## config.mk

```make
export PLATFORM = sky130hd
export DESIGN_NAME = midpoint_circle_generator_unit_flat
export DESIGN_NICKNAME = d
export VERILOG_FILES = /design/src/sv/mcg_pkg.sv /design/src/sv/mcg_in_if.sv /design/src/sv/mcg_out_if.sv /design/src/sv/midpoint_circle_generator_unit.sv /design/src/sv/mcg_front.sv /design/src/sv/mcg_queue.sv /design/src/sv/mcg_back.sv /design/src/flat_wrapper.sv
export SDC_FILE = /design/constraint.sdc
export NUM_CORES = 1
export LEC_CHECK = 0
export BUFFER_PORTS_ARGS = -buffer_cell sky130_fd_sc_hd__buf_2
export CORE_ASPECT_RATIO = 1.25
export CORE_MARGIN = 4
export CORE_UTILIZATION = 55
export CTS_CLUSTER_DIAMETER = 50
export DETAILED_ROUTE_END_ITERATION = 8
export PLACE_DENSITY = 0.72
export SLEW_MARGIN = 15
export SYNTH_ARGS = -nofsm -noshare
export SYNTH_HDL_FRONTEND = slang
export SYNTH_SLANG_ARGS = --single-unit
```

## constraint.sdc

```tcl
create_clock -name clk_i -period 7.3 [get_ports clk_i]
set_input_delay 0 -clock clk_i [delete_from_list [all_inputs] [get_ports clk_i]]
set_output_delay 0 -clock clk_i [all_outputs]
set_load 0.01 [all_outputs]
```

## src/sv/mcg_pkg.sv

```systemverilog
`default_nettype none
package mcg_pkg;

  localparam int COORD_BITS  = 10;
  localparam int OFS_BITS    = 12;
  localparam int DEC_BITS    = 16;
  localparam int PT_BITS     = 12;
  localparam int OCT_BITS    = 3;
  localparam int SQ_BITS     = 2 * COORD_BITS;
  localparam int ROOT_BITS   = 2 * COORD_BITS + 2;
  localparam int ROOT_ITERS  = COORD_BITS + 1;
  localparam int ITER_BITS   = $clog2(ROOT_ITERS + 1);
  localparam int RADIUS_MAX  = 2 ** (OFS_BITS - 1) - 1;
  localparam int QUEUE_DEPTH = 2;
  localparam int PTR_BITS    = $clog2(QUEUE_DEPTH);
  localparam int CNT_BITS    = $clog2(QUEUE_DEPTH + 1);

  typedef logic [COORD_BITS-1:0]      coord_t;
  typedef logic signed [OFS_BITS-1:0] ofs_t;
  typedef logic signed [DEC_BITS-1:0] dec_t;
  typedef logic signed [PT_BITS-1:0]  pt_t;
  typedef logic [OCT_BITS-1:0]        oct_t;

  localparam dec_t DEC_INIT     = dec_t'(3);
  localparam dec_t DEC_INC_DIAG = dec_t'(10);
  localparam dec_t DEC_INC_AXIS = dec_t'(6);
  localparam oct_t LAST_OCTANT  = oct_t'(7);

  typedef enum logic {
    OP_START = 1'b0,
    OP_STEP  = 1'b1
  } op_e;

  typedef struct packed {
    op_e    op;
    coord_t cx;
    coord_t cy;
    ofs_t   radius;
  } cmd_t;

  typedef enum logic [2:0] {
    FE_IDLE,
    FE_SQUARE,
    FE_SUM,
    FE_ROOT,
    FE_ROUND,
    FE_PUSH
  } front_state_e;

  typedef enum logic {
    BE_IDLE,
    BE_EMIT
  } back_state_e;

  // zero-extend or wrap a coordinate to the point width
  function automatic logic [PT_BITS-1:0] to_pt(coord_t c);
    logic [PT_BITS+COORD_BITS-1:0] w;
    w = {{PT_BITS{1'b0}}, c};
    return w[PT_BITS-1:0];
  endfunction

  function automatic dec_t ofs_to_dec(ofs_t v);
    return {{(DEC_BITS-OFS_BITS){v[OFS_BITS-1]}}, v};
  endfunction

endpackage
`default_nettype wire

```

## src/sv/mcg_in_if.sv

```systemverilog
`default_nettype none
interface mcg_in_if;
  import mcg_pkg::*;

  logic   valid;
  logic   ready;
  logic   operation;
  coord_t center_x;
  coord_t center_y;
  coord_t rim_x;
  coord_t rim_y;

  modport source (output valid, operation, center_x, center_y, rim_x, rim_y, input ready);
  modport sink   (input valid, operation, center_x, center_y, rim_x, rim_y, output ready);
endinterface
`default_nettype wire

```

## src/sv/mcg_out_if.sv

```systemverilog
`default_nettype none
interface mcg_out_if;
  import mcg_pkg::*;

  logic valid;
  logic ready;
  pt_t  point_x;
  pt_t  point_y;
  oct_t octant;
  logic last;

  modport source (output valid, point_x, point_y, octant, last, input ready);
  modport sink   (input valid, point_x, point_y, octant, last, output ready);
endinterface
`default_nettype wire

```

## src/sv/midpoint_circle_generator_unit.sv

```systemverilog
// Start item: the front end squares, sums, takes the root one bit pair per cycle,
// rounds and pushes the command to the queue; it takes no new item until that push
// is done. A step item goes straight to the push.
// Each emitting item then gives eight points, one per cycle while the sink is ready;
// the back end takes a new command only while idle. A two-entry queue decouples them.
// Reset (async, active low) clears all control: idle, no circle in progress.
`default_nettype none
module midpoint_circle_generator_unit (
  input  wire logic clk_i,
  input  wire logic rst_ni,
  mcg_in_if.sink    item_i,
  mcg_out_if.source point_o
);
  import mcg_pkg::*;

  cmd_t front_cmd, back_cmd;
  logic front_valid, front_ready;
  logic back_valid, back_ready;

  mcg_front u_front (
    .clk_i       (clk_i),
    .rst_ni      (rst_ni),
    .item_i      (item_i),
    .cmd_o       (front_cmd),
    .cmd_valid_o (front_valid),
    .cmd_ready_i (front_ready)
  );

  mcg_queue u_queue (
    .clk_i        (clk_i),
    .rst_ni       (rst_ni),
    .push_data_i  (front_cmd),
    .push_valid_i (front_valid),
    .push_ready_o (front_ready),
    .pop_data_o   (back_cmd),
    .pop_valid_o  (back_valid),
    .pop_ready_i  (back_ready)
  );

  mcg_back u_back (
    .clk_i       (clk_i),
    .rst_ni      (rst_ni),
    .cmd_i       (back_cmd),
    .cmd_valid_i (back_valid),
    .cmd_ready_o (back_ready),
    .point_o     (point_o)
  );

endmodule
`default_nettype wire

```

## src/sv/mcg_front.sv

```systemverilog
`default_nettype none
module mcg_front (
  input  wire logic          clk_i,
  input  wire logic          rst_ni,
  mcg_in_if.sink             item_i,
  output mcg_pkg::cmd_t      cmd_o,
  output logic               cmd_valid_o,
  input  wire logic          cmd_ready_i
);
  import mcg_pkg::*;

  front_state_e state_q, state_d;
  cmd_t         cmd_q;
  coord_t       adx_q, ady_q;
  coord_t       adx_d, ady_d;
  logic [SQ_BITS-1:0]   sqx_q, sqy_q;
  logic [ROOT_BITS-1:0] rem_q, root_q, bit_q;
  logic [ROOT_BITS-1:0] trial, rnd;
  logic [ITER_BITS-1:0] iter_q;
  ofs_t                 radius_d;

  assign adx_d = (item_i.rim_x >= item_i.center_x) ? item_i.rim_x - item_i.center_x
                                                   : item_i.center_x - item_i.rim_x;
  assign ady_d = (item_i.rim_y >= item_i.center_y) ? item_i.rim_y - item_i.center_y
                                                   : item_i.center_y - item_i.rim_y;

  assign trial = root_q + bit_q;
  // round to nearest: remainder above root means n >= r*r + r + 1
  assign rnd   = root_q + ROOT_BITS'(rem_q > root_q);

  always_comb begin
    if (rnd > ROOT_BITS'(RADIUS_MAX)) begin
      radius_d = ofs_t'(RADIUS_MAX);
    end else begin
      radius_d = rnd[OFS_BITS-1:0];
    end
  end

  // next state
  always_comb begin
    state_d = state_q;
    case (state_q)
      FE_IDLE: begin
        if (item_i.valid) begin
          state_d = (op_e'(item_i.operation) == OP_START) ? FE_SQUARE : FE_PUSH;
        end
      end
      FE_SQUARE: state_d = FE_SUM;
      FE_SUM:    state_d = FE_ROOT;
      FE_ROOT: begin
        if (iter_q == ITER_BITS'(ROOT_ITERS - 1)) begin
          state_d = FE_ROUND;
        end
      end
      FE_ROUND:  state_d = FE_PUSH;
      FE_PUSH: begin
        if (cmd_ready_i) begin
          state_d = FE_IDLE;
        end
      end
      default:   state_d = FE_IDLE;
    endcase
  end

  // outputs
  always_comb begin
    item_i.ready = (state_q == FE_IDLE);
    cmd_valid_o  = (state_q == FE_PUSH);
    cmd_o        = cmd_q;
  end

  always_ff @(posedge clk_i or negedge rst_ni) begin
    if (!rst_ni) begin
      state_q <= FE_IDLE;
    end else begin
      state_q <= state_d;
    end
  end

  // capture, squares, sum, digit-by-digit square root (one bit pair per cycle), rounding
  always_ff @(posedge clk_i) begin
    case (state_q)
      FE_IDLE: begin
        if (item_i.valid) begin
          cmd_q.op     <= op_e'(item_i.operation);
          cmd_q.cx     <= item_i.center_x;
          cmd_q.cy     <= item_i.center_y;
          cmd_q.radius <= '0;
          adx_q        <= adx_d;
          ady_q        <= ady_d;
        end
      end
      FE_SQUARE: begin
        sqx_q <= {{COORD_BITS{1'b0}}, adx_q} * {{COORD_BITS{1'b0}}, adx_q};
        sqy_q <= {{COORD_BITS{1'b0}}, ady_q} * {{COORD_BITS{1'b0}}, ady_q};
      end
      FE_SUM: begin
        rem_q  <= ROOT_BITS'(sqx_q) + ROOT_BITS'(sqy_q);
        root_q <= '0;
        bit_q  <= ROOT_BITS'(1) << (2 * COORD_BITS);
        iter_q <= '0;
      end
      FE_ROOT: begin
        if (rem_q >= trial) begin
          rem_q  <= rem_q - trial;
          root_q <= (root_q >> 1) + bit_q;
        end else begin
          root_q <= root_q >> 1;
        end
        bit_q  <= bit_q >> 2;
        iter_q <= iter_q + ITER_BITS'(1);
      end
      FE_ROUND: cmd_q.radius <= radius_d;
      default: ;
    endcase
  end

endmodule
`default_nettype wire

```

## src/sv/mcg_queue.sv

```systemverilog
`default_nettype none
module mcg_queue (
  input  wire logic          clk_i,
  input  wire logic          rst_ni,
  input  wire mcg_pkg::cmd_t push_data_i,
  input  wire logic          push_valid_i,
  output logic               push_ready_o,
  output mcg_pkg::cmd_t      pop_data_o,
  output logic               pop_valid_o,
  input  wire logic          pop_ready_i
);
  import mcg_pkg::*;

  cmd_t                mem_q [QUEUE_DEPTH];
  logic [PTR_BITS-1:0] wr_ptr_q, rd_ptr_q;
  logic [CNT_BITS-1:0] count_q;
  logic                push, pop;

  assign push_ready_o = (count_q != CNT_BITS'(QUEUE_DEPTH));
  assign pop_valid_o  = (count_q != '0);
  assign pop_data_o   = mem_q[rd_ptr_q];
  assign push         = push_valid_i && push_ready_o;
  assign pop          = pop_valid_o && pop_ready_i;

  always_ff @(posedge clk_i or negedge rst_ni) begin
    if (!rst_ni) begin
      wr_ptr_q <= '0;
      rd_ptr_q <= '0;
      count_q  <= '0;
    end else begin
      if (push) begin
        wr_ptr_q <= wr_ptr_q + PTR_BITS'(1);
      end
      if (pop) begin
        rd_ptr_q <= rd_ptr_q + PTR_BITS'(1);
      end
      if (push && !pop) begin
        count_q <= count_q + CNT_BITS'(1);
      end else if (pop && !push) begin
        count_q <= count_q - CNT_BITS'(1);
      end
    end
  end

  always_ff @(posedge clk_i) begin
    if (push) begin
      mem_q[wr_ptr_q] <= push_data_i;
    end
  end

endmodule
`default_nettype wire

```

## src/sv/mcg_back.sv

```systemverilog
`default_nettype none
module mcg_back (
  input  wire logic          clk_i,
  input  wire logic          rst_ni,
  input  wire mcg_pkg::cmd_t cmd_i,
  input  wire logic          cmd_valid_i,
  output logic               cmd_ready_o,
  mcg_out_if.source          point_o
);
  import mcg_pkg::*;

  back_state_e state_q, state_d;
  logic        active_q;
  logic        final_q;
  oct_t        k_q;
  coord_t      cx_q, cy_q;
  ofs_t        a_q, b_q;
  dec_t        d_q;
  logic        out_valid_q;
  pt_t         px_q, py_q;
  oct_t        oct_q;
  logic        last_q;

  logic        take, load_out;
  ofs_t        a_new, b_new;
  dec_t        d_new, d_start;
  logic        step_final;
  logic [PT_BITS-1:0] cx12, cy12;
  logic [PT_BITS-1:0] xap, xam, xbp, xbm, yap, yam, ybp, ybm;
  logic [PT_BITS-1:0] px_d, py_d;

  // octant step
  always_comb begin
    a_new = a_q + ofs_t'(1);
    if (d_q > 0) begin
      b_new = b_q - ofs_t'(1);
      d_new = d_q + ((ofs_to_dec(a_new) - ofs_to_dec(b_new)) <<< 2) + DEC_INC_DIAG;
    end else begin
      b_new = b_q;
      d_new = d_q + (ofs_to_dec(a_new) <<< 2) + DEC_INC_AXIS;
    end
    step_final = (b_new < a_new);
    d_start    = DEC_INIT - (ofs_to_dec(cmd_i.radius) <<< 1);
  end

  // mirrored points, all arithmetic modulo the point width
  always_comb begin
    cx12 = to_pt(cx_q);
    cy12 = to_pt(cy_q);
    xap  = cx12 + $unsigned(a_q);
    xam  = cx12 - $unsigned(a_q);
    xbp  = cx12 + $unsigned(b_q);
    xbm  = cx12 - $unsigned(b_q);
    yap  = cy12 + $unsigned(a_q);
    yam  = cy12 - $unsigned(a_q);
    ybp  = cy12 + $unsigned(b_q);
    ybm  = cy12 - $unsigned(b_q);
    case (k_q)
      3'd0:    begin px_d = xap; py_d = ybp; end
      3'd1:    begin px_d = xam; py_d = ybp; end
      3'd2:    begin px_d = xap; py_d = ybm; end
      3'd3:    begin px_d = xam; py_d = ybm; end
      3'd4:    begin px_d = xbp; py_d = yap; end
      3'd5:    begin px_d = xbm; py_d = yap; end
      3'd6:    begin px_d = xbp; py_d = yam; end
      default: begin px_d = xbm; py_d = yam; end
    endcase
  end

  // next state
  always_comb begin
    state_d = state_q;
    case (state_q)
      BE_IDLE: begin
        if (cmd_valid_i && (cmd_i.op == OP_START || active_q)) begin
          state_d = BE_EMIT;
        end
      end
      BE_EMIT: begin
        if (load_out && k_q == LAST_OCTANT) begin
          state_d = BE_IDLE;
        end
      end
      default: state_d = BE_IDLE;
    endcase
  end

  // outputs
  always_comb begin
    cmd_ready_o     = (state_q == BE_IDLE);
    take            = cmd_valid_i && (state_q == BE_IDLE);
    load_out        = (state_q == BE_EMIT) && (!out_valid_q || point_o.ready);
    point_o.valid   = out_valid_q;
    point_o.point_x = px_q;
    point_o.point_y = py_q;
    point_o.octant  = oct_q;
    point_o.last    = last_q;
  end

  always_ff @(posedge clk_i or negedge rst_ni) begin
    if (!rst_ni) begin
      state_q     <= BE_IDLE;
      active_q    <= 1'b0;
      k_q         <= '0;
      out_valid_q <= 1'b0;
    end else begin
      state_q <= state_d;
      if (take) begin
        k_q <= '0;
        if (cmd_i.op == OP_START) begin
          active_q <= 1'b1;
        end else if (step_final) begin
          active_q <= 1'b0;
        end
      end else if (load_out) begin
        k_q <= k_q + oct_t'(1);
      end
      if (load_out) begin
        out_valid_q <= 1'b1;
      end else if (point_o.ready) begin
        out_valid_q <= 1'b0;
      end
    end
  end

  always_ff @(posedge clk_i) begin
    if (take) begin
      if (cmd_i.op == OP_START) begin
        cx_q    <= cmd_i.cx;
        cy_q    <= cmd_i.cy;
        a_q     <= '0;
        b_q     <= cmd_i.radius;
        d_q     <= d_start;
        final_q <= 1'b0;
      end else if (active_q) begin
        a_q     <= a_new;
        b_q     <= b_new;
        d_q     <= d_new;
        final_q <= step_final;
      end
    end
    if (load_out) begin
      px_q   <= px_d;
      py_q   <= py_d;
      oct_q  <= k_q;
      last_q <= final_q && (k_q == LAST_OCTANT);
    end
  end

endmodule
`default_nettype wire

```

## src/flat_wrapper.sv

```systemverilog
// flat-port wrapper written by rule: the top's interface ports become plain ports
module midpoint_circle_generator_unit_flat import mcg_pkg::*;
  (clk_i, rst_ni, item_i_valid, item_i_operation, item_i_center_x, item_i_center_y, item_i_rim_x, item_i_rim_y, item_i_ready, point_o_valid, point_o_point_x, point_o_point_y, point_o_octant, point_o_last, point_o_ready);
  mcg_in_if item_i_i ();
  mcg_out_if point_o_i ();
  input  wire logic clk_i;
  input  wire logic rst_ni;
  input wire logic [$bits(item_i_i.valid)-1:0] item_i_valid;
  input wire logic [$bits(item_i_i.operation)-1:0] item_i_operation;
  input wire logic [$bits(item_i_i.center_x)-1:0] item_i_center_x;
  input wire logic [$bits(item_i_i.center_y)-1:0] item_i_center_y;
  input wire logic [$bits(item_i_i.rim_x)-1:0] item_i_rim_x;
  input wire logic [$bits(item_i_i.rim_y)-1:0] item_i_rim_y;
  output wire logic [$bits(item_i_i.ready)-1:0] item_i_ready;
  output wire logic [$bits(point_o_i.valid)-1:0] point_o_valid;
  output wire logic [$bits(point_o_i.point_x)-1:0] point_o_point_x;
  output wire logic [$bits(point_o_i.point_y)-1:0] point_o_point_y;
  output wire logic [$bits(point_o_i.octant)-1:0] point_o_octant;
  output wire logic [$bits(point_o_i.last)-1:0] point_o_last;
  input wire logic [$bits(point_o_i.ready)-1:0] point_o_ready;
  assign item_i_i.valid = item_i_valid;
  assign item_i_i.operation = item_i_operation;
  assign item_i_i.center_x = item_i_center_x;
  assign item_i_i.center_y = item_i_center_y;
  assign item_i_i.rim_x = item_i_rim_x;
  assign item_i_i.rim_y = item_i_rim_y;
  assign item_i_ready = item_i_i.ready;
  assign point_o_valid = point_o_i.valid;
  assign point_o_point_x = point_o_i.point_x;
  assign point_o_point_y = point_o_i.point_y;
  assign point_o_octant = point_o_i.octant;
  assign point_o_last = point_o_i.last;
  assign point_o_i.ready = point_o_ready;
  midpoint_circle_generator_unit u_core (.clk_i(clk_i), .rst_ni(rst_ni), .item_i(item_i_i), .point_o(point_o_i));
endmodule
```

Yosys cells after proc, flatten, opt, wreduce, memory -nomap -nowiden
Memory sizes are Yosys's and may differ from the RTL's.
Cells that the tools add are included.
{"block": "word_totals", "reg_bits": 265, "ram_bits": 66, "in_bits": 45, "out_inout_bits": 30, "elab_cells": 166, "mem_count": 1}
{"memory": "u_core.u_queue.mem_q", "depth": 2, "word_bits": 33, "rd": 1, "rd_ports_with_merged_regs": 0, "wr": 1, "line": "mcg_queue.sv:14", "text": "cmd_t mem_q [QUEUE_DEPTH];"}
{"block": "classes", "n_addsub": 31, "n_mul": 2, "order_cmp": 7, "n_eq_ne": 20, "muxes": 39, "bitwise_logic": 2, "n_reduce_logical": 34}
{"op": "$pmux 22 s2", "count": 3}
{"op": "$mux 12", "count": 6}
{"op": "$pmux 12 s3", "count": 2}
{"op": "$add 10x12->12", "count": 4}
{"op": "$mux 16", "count": 3}
{"op": "$sub 10x12->12", "count": 4}
{"op": "$mux 22", "count": 2}
{"op": "$mul 10x10->20", "count": 2}
{"op": "$sub 10x10->10", "count": 4}
{"op": "$pmux 12 s2", "count": 1}
{"op": "$add 21x22->22", "count": 1}
{"op": "$add 22x1->22", "count": 1}
{"op": "$add 22x22->22", "count": 1}
{"op": "$ge 22x22->1", "count": 1}
{"op": "$gt 22x11->1 const B", "count": 1}
{"op": "$gt 22x22->1", "count": 1}
{"op": "$sub 22x22->22", "count": 1}
{"op": "$add 20x20->21", "count": 1}
{"op": "$ge 10x10->1", "count": 2}
{"op": "$mux 10", "count": 2}
{"op": "$eq 3x3->1 const B", "count": 6}
{"op": "$mux 3", "count": 6}
{"op": "$pmux 3 s6", "count": 1}
{"op": "$add 16x14->16", "count": 1}
{"op": "32 further kinds", "count": 78}

Logic depth before layout (Yosys ltp)
{"block": "logic_depth", "depth_word": 7, "mapped_depth": 22, "mapped_depth_nobuf": 20}

By module
A second synthesis with hierarchy kept.
{"block": "unflattened", "cells_unflattened": 2647, "area_unflattened_um2": 27032.2}
{"module": "mcg_front", "instances": 1, "cells_per_inst": 1643, "area_per_inst_um2": 16006.6, "seq_area_each_um2": 4579.4}
{"module": "mcg_back", "instances": 1, "cells_per_inst": 883, "area_per_inst_um2": 8298.0, "seq_area_each_um2": 2792.7}
{"module": "mcg_queue", "instances": 1, "cells_per_inst": 121, "area_per_inst_um2": 2727.6, "seq_area_each_um2": 2082.0}

Least setup slack after synthesis
Ideal clock, no wire load.
{"block": "synth_path", "kind": "flip-flop to flip-flop", "startpoint": "reg u_core.u_front.root_q[0]", "endpoint": "reg u_core.u_front.rem_q[0], enable pin", "setup_ns": 0.435, "arrival_ns": 5.090, "required_ns": 6.865, "setup_slack_ns": 1.775, "stages_incl_launch_ff": 18, "n_path_buf": 2, "synth_period_minus_slack_ns": 5.525, "path_cell_list": "edfxtp_1 ha_1 ha_1 a21o_1 a31o_2 a31oi_1 o21ai_0 a2111oi_0 nor3_1 o21ai_0 xor2_1 ha_1 nand2_1 o21ai_0 a211oi_1 clkbuf_1 clkbuf_1 a21boi_0"}
{"block": "synth_via", "elab_chain_cells": 4}
{"element": "from (decl)", "line": "mcg_front.sv:17", "text": "logic [ROOT_BITS-1:0] rem_q, root_q, bit_q;"}
{"element": "from (signal assigned)", "line": "mcg_front.sv:106", "text": "root_q <= (root_q >> 1) + bit_q;"}
{"element": "from (signal assigned)", "line": "mcg_front.sv:108", "text": "root_q <= root_q >> 1;"}
{"element": "$add 22x22->22", "line": "mcg_front.sv:27", "text": "assign trial = root_q + bit_q;"}
{"element": "$ge 22x22->1", "line": "mcg_front.sv:104", "text": "if (rem_q >= trial) begin"}
{"element": "$ne 2x2->1 (no source line)"}
{"element": "$reduce_and 2->1 (no source line)"}
{"element": "to (signal assigned)", "line": "mcg_front.sv:98", "text": "rem_q <= ROOT_BITS'(sqx_q) + ROOT_BITS'(sqy_q);"}
{"element": "to (signal assigned)", "line": "mcg_front.sv:105", "text": "rem_q <= rem_q - trial;"}
{"element": "to (decl)", "line": "mcg_front.sv:17"}
Every way passes these cells.
A chain may end at the register's enable or synchronous reset.

Worst setup path in the final report
{"block": "layout_path", "startpoint": "reg u_core.u_front.ady_q[1]", "endpoint": "reg u_core.u_front.sqy_q[19] (data pin)"}
{"block": "layout_via", "elab_chain_cells": 1}
{"element": "from (decl)", "line": "mcg_front.sv:14", "text": "coord_t adx_q, ady_q;"}
{"element": "from (signal assigned)", "line": "mcg_front.sv:90", "text": "ady_q <= ady_d;"}
{"element": "$mul 10x10->20", "line": "mcg_front.sv:95", "text": "sqy_q <= {{COORD_BITS{1'b0}}, ady_q} * {{COORD_BITS{1'b0}}, ady_q};"}
{"element": "to (signal assigned)", "line": "mcg_front.sv:95"}
{"element": "to (decl)", "line": "mcg_front.sv:16", "text": "logic [SQ_BITS-1:0] sqx_q, sqy_q;"}
Every way passes these cells.

==> results by group <==
GRT
  – Largest net degree at the start of global routing: 53
  – Vias in the first global route: 20370
  – Initial antenna violation count: 2
  – First-pass GRT wire length: 101.2 mm
  – Grt ovf: 0
  – Tot GR Track Use: 23.74%

Yosys
  – Most frequent cells after synthesis: ha_1 (331), edfxtp_1 (304), inv_1 (264)
  – Net Count, Synth: 3162
  – Ys flop type: edfxtp_1
  – Yosys warns: 0
  – Synthesized cell area: 0.02682 mm2
  – Netlist cell types: 76
  – Register area share after synthesis: 35.25%
  – Cell count after synthesis: 2682
  – EDFF count, synth: 304
  – Top-area cell type share of the netlist area: 34.04%
  – Seq cells post-synth: 317
  – Syn_area_per_cell: 10.00 um2
  – Count leader, synth: ha_1
  – Synth area leader: edfxtp_1
  – Post-synth ARST share: 4.101%
  – Largest cells by area after synthesis: edfxtp_1 (34%), ha_1 (15%), fa_1 (7.8%)

Critical path
  – Worst Setup End Kind: flop
  – Critical Path RT: 7610 ps
  – R2r setup slk: 1960 ps
  – Startpoint types: flop
  – Reg2reg path depth: 17
  – CP max FO: 13
  – RR Startpoint: u_core.u_front.ady_q[1]
  – R2r endpoint: u_core.u_front.sqy_q[19]
  – WS Path Type: reg2reg
  – CP arrival: 5650 ps

Detailed routing
  – Drt total wl: 62.42 mm
  – Initial DRC Count: 1288
  – WL per Instance: 18.25 um
  – ANT nets after route: 0
  – DRC: 0
  – Total number of vias: 19950
  – DR pass1 iterations: 5
  – Vias/cell: 5.833

Floorplan
  – Core Footprint: 0.04831 mm2
  – Die height: 254.9 um
  – I/O pins: 75
  – Die area: 0.05238 mm2
  – Die Width: 205.5 um
  – Row count: 90
  – Initial Utilization: 55.52%

Min path
  – Hold WC Path Type: in2reg
  – Worst Hold Depth: 4
  – Hold Path End: u_core.u_front.adx_q[8]
  – HP Start: item_i_rim_x[8]

STA
  – Period utilisation layout: 73.16%
  – Final hold violation count: 0
  – Clock skew: 26.56 ps
  – Post-layout minimum cycle time: 5340 ps
  – Slew headroom: 22.09%
  – Unrepaired setup endpoints after global routing: no
  – Pins Over Slew Limit: 0
  – Max Clk Rate: 0.1873 GHz
  – Post-layout worst setup margin: 1960 ps
  – Total Neg Setup Slack: 0 ps
  – Worst-margin pin slew: 1166 ps
  – Setup-failing EPs final: 0

Final layout
  – Final Net Count: 3226
  – Fin cells: 3421
  – Layout cell share with drive strength beyond 1: 8.072%
  – Area growth syn-to-layout: 9.513%

Clocking
  – H-tree levels: 2
  – CTS tree: done
  – CTS buffer count: 39
  – CTS sink cnt: 317
  – Worst-Skew Late Latency: 570 ps
  – Resized cells post-CTS: 0
  – Clk pin slew, worst setup/hold paths: 60 ps
  – CTS Buffer Depth: 3
  – Root buffer cell: clkbuf_16

Pwr
  – Pwr/cell area: 424.5 mW/mm2
  – Lkg Pwr: 12.58 nW
  – Peak supply drop: 0.2207 mV

Place
  – Number of port buffers: 74
  – Hpwl dp: 47.96 mm
  – Post-place setup slack: 1982 ps
  – Placed cells: 3317
  – Gpl congestion: 0.9178

Flow run
  – Maxcap violations: 0

Status
  – Status: finished clean
==> state kept, by name, summed over array words and instances (netlist names), 12 cells and up <==
| signal | count |
|---|---|
| u_core.u_queue.mem_q | 66 |
| u_core.u_front.cmd_o | 33 |
| u_core.u_front.rem_q | 22 |
| u_core.u_front.root_q | 22 |
| u_core.u_front.sqx_q | 19 |
| u_core.u_front.sqy_q | 19 |
| u_core.u_back.d_q | 15 |
| u_core.u_back.a_q | 12 |
| u_core.u_back.b_q | 12 |
| u_core.u_back.point_o.point_x | 12 |
| u_core.u_back.point_o.point_y | 12 |
==> kinds of logic (layout without fill, tap and decap cells) <==
group,count (synthesis),after routing,share of synthesized area (%)
and+or+nand+nor,708,708,12.79
AOI/OAI and AO/OA,539,539,12.72
xor gates and xnor gates,257,257,8.393
buffers and inverters,365,458,5.188
other,1,3,0.01398
DFF,317,317,35.25
muxes,60,60,2.440
adders and majority gates,435,435,23.21
==> through the flow <==
| stage | total power, mW | utilization (%) | cell area, um2 | hold slack (ps) |
|---|---|---|---|---|
| global placement | 10.24 | 57.52 | 27790 | -70.01 |
| finish | 12.47 | 60.80 | 29370 | 85.07 |
| global route | 13.51 | 60.79 | 29370 | 82.91 |
| floorplan | 8.764 | - | 26820 | -295.6 |
| detailed placement | 10.50 | 57.52 | 27790 | -60.24 |
| CTS | 12.50 | 60.76 | 29350 | 52.56 |
==> routing by layer <==
layer  track usage [%]  vias to the layer above  routed length (um)
met5                 0                        -                   0
met4             10.38                        0                2906
met1             27.73                     9640               24560
li1                  -                     9592                   -
met2             43.42                      531               32480
met3             3.371                      191                2467
==> how the worst max path moves through the flow <==
stage | startpoint | cells past startpoint | to
floorplan | u_core.u_front.root_q[0] | 17 | u_core.u_front.rem_q[0]
global placement | u_core.u_front.ady_q[5] | 17 | u_core.u_front.sqy_q[19]
detailed placement | u_core.u_front.ady_q[1] | 17 | u_core.u_front.sqy_q[19]
CTS | u_core.u_front.ady_q[1] | 17 | u_core.u_front.sqy_q[19]
global route | u_core.u_front.ady_q[5] | 17 | u_core.u_front.sqy_q[19]
finish | u_core.u_front.ady_q[1] | 17 | u_core.u_front.sqy_q[19]
==> power breakdown <==
part	switching, mW	internal, mW
sequential	0.424	2.84
combinational	4.21	3.09
clock	0.825	1.08
total	5.46	7.01
==> layout by cell type (no fill, tap or decap), types with 63 or more instances in the layout <==
cell      Yosys  layout
ha_1        331     331
edfxtp_1    304     304
inv_1       264     264
nor2_1      206     203
a21oi_1     179     179
nand2_1     165     165
xnor2_1     165     165
o21ai_0     112     112
fa_1        104     104
xor2_1       92      92
buf_2         2      74
and2_1       64      63
==> repair_timing <==
item | CTS | global route
hold buffers | 31 | 0
buffers inserted | 0 | 0
endpoints found under the setup margin | 0 | 0
hold endpoints to repair | 46 | 0
==> layout make-up <==
type | instances | area [um2]
Sequential cell | 317 | 9455
Antenna cell | 2 | 5.005
Multi-Input combinational cell | 2000 | 16040
Clock buffer | 41 | 983.4
Tap cell | 644 | 805.8
Timing Repair Buffer | 121 | 808.3
Inverter | 267 | 1002
Fill cell | 3975 | 18940
Clock inverter | 29 | 270.3
==> worst max-delay path: stages (launching register included) <==
cell	delay, ps
edfxtp_1	560
nand2_1	200
fa_1	580
inv_1	60
fa_1	490
inv_1	50
fa_1	470
fa_1	540
inv_1	50
fa_1	450
ha_1	270
nor3_1	240
o211a_1	190
nor4_1	70
or3_1	390
a31o_2	240
a21oi_1	170
xnor2_1	80
Note: power is estimated with default switching activity, not from simulation.
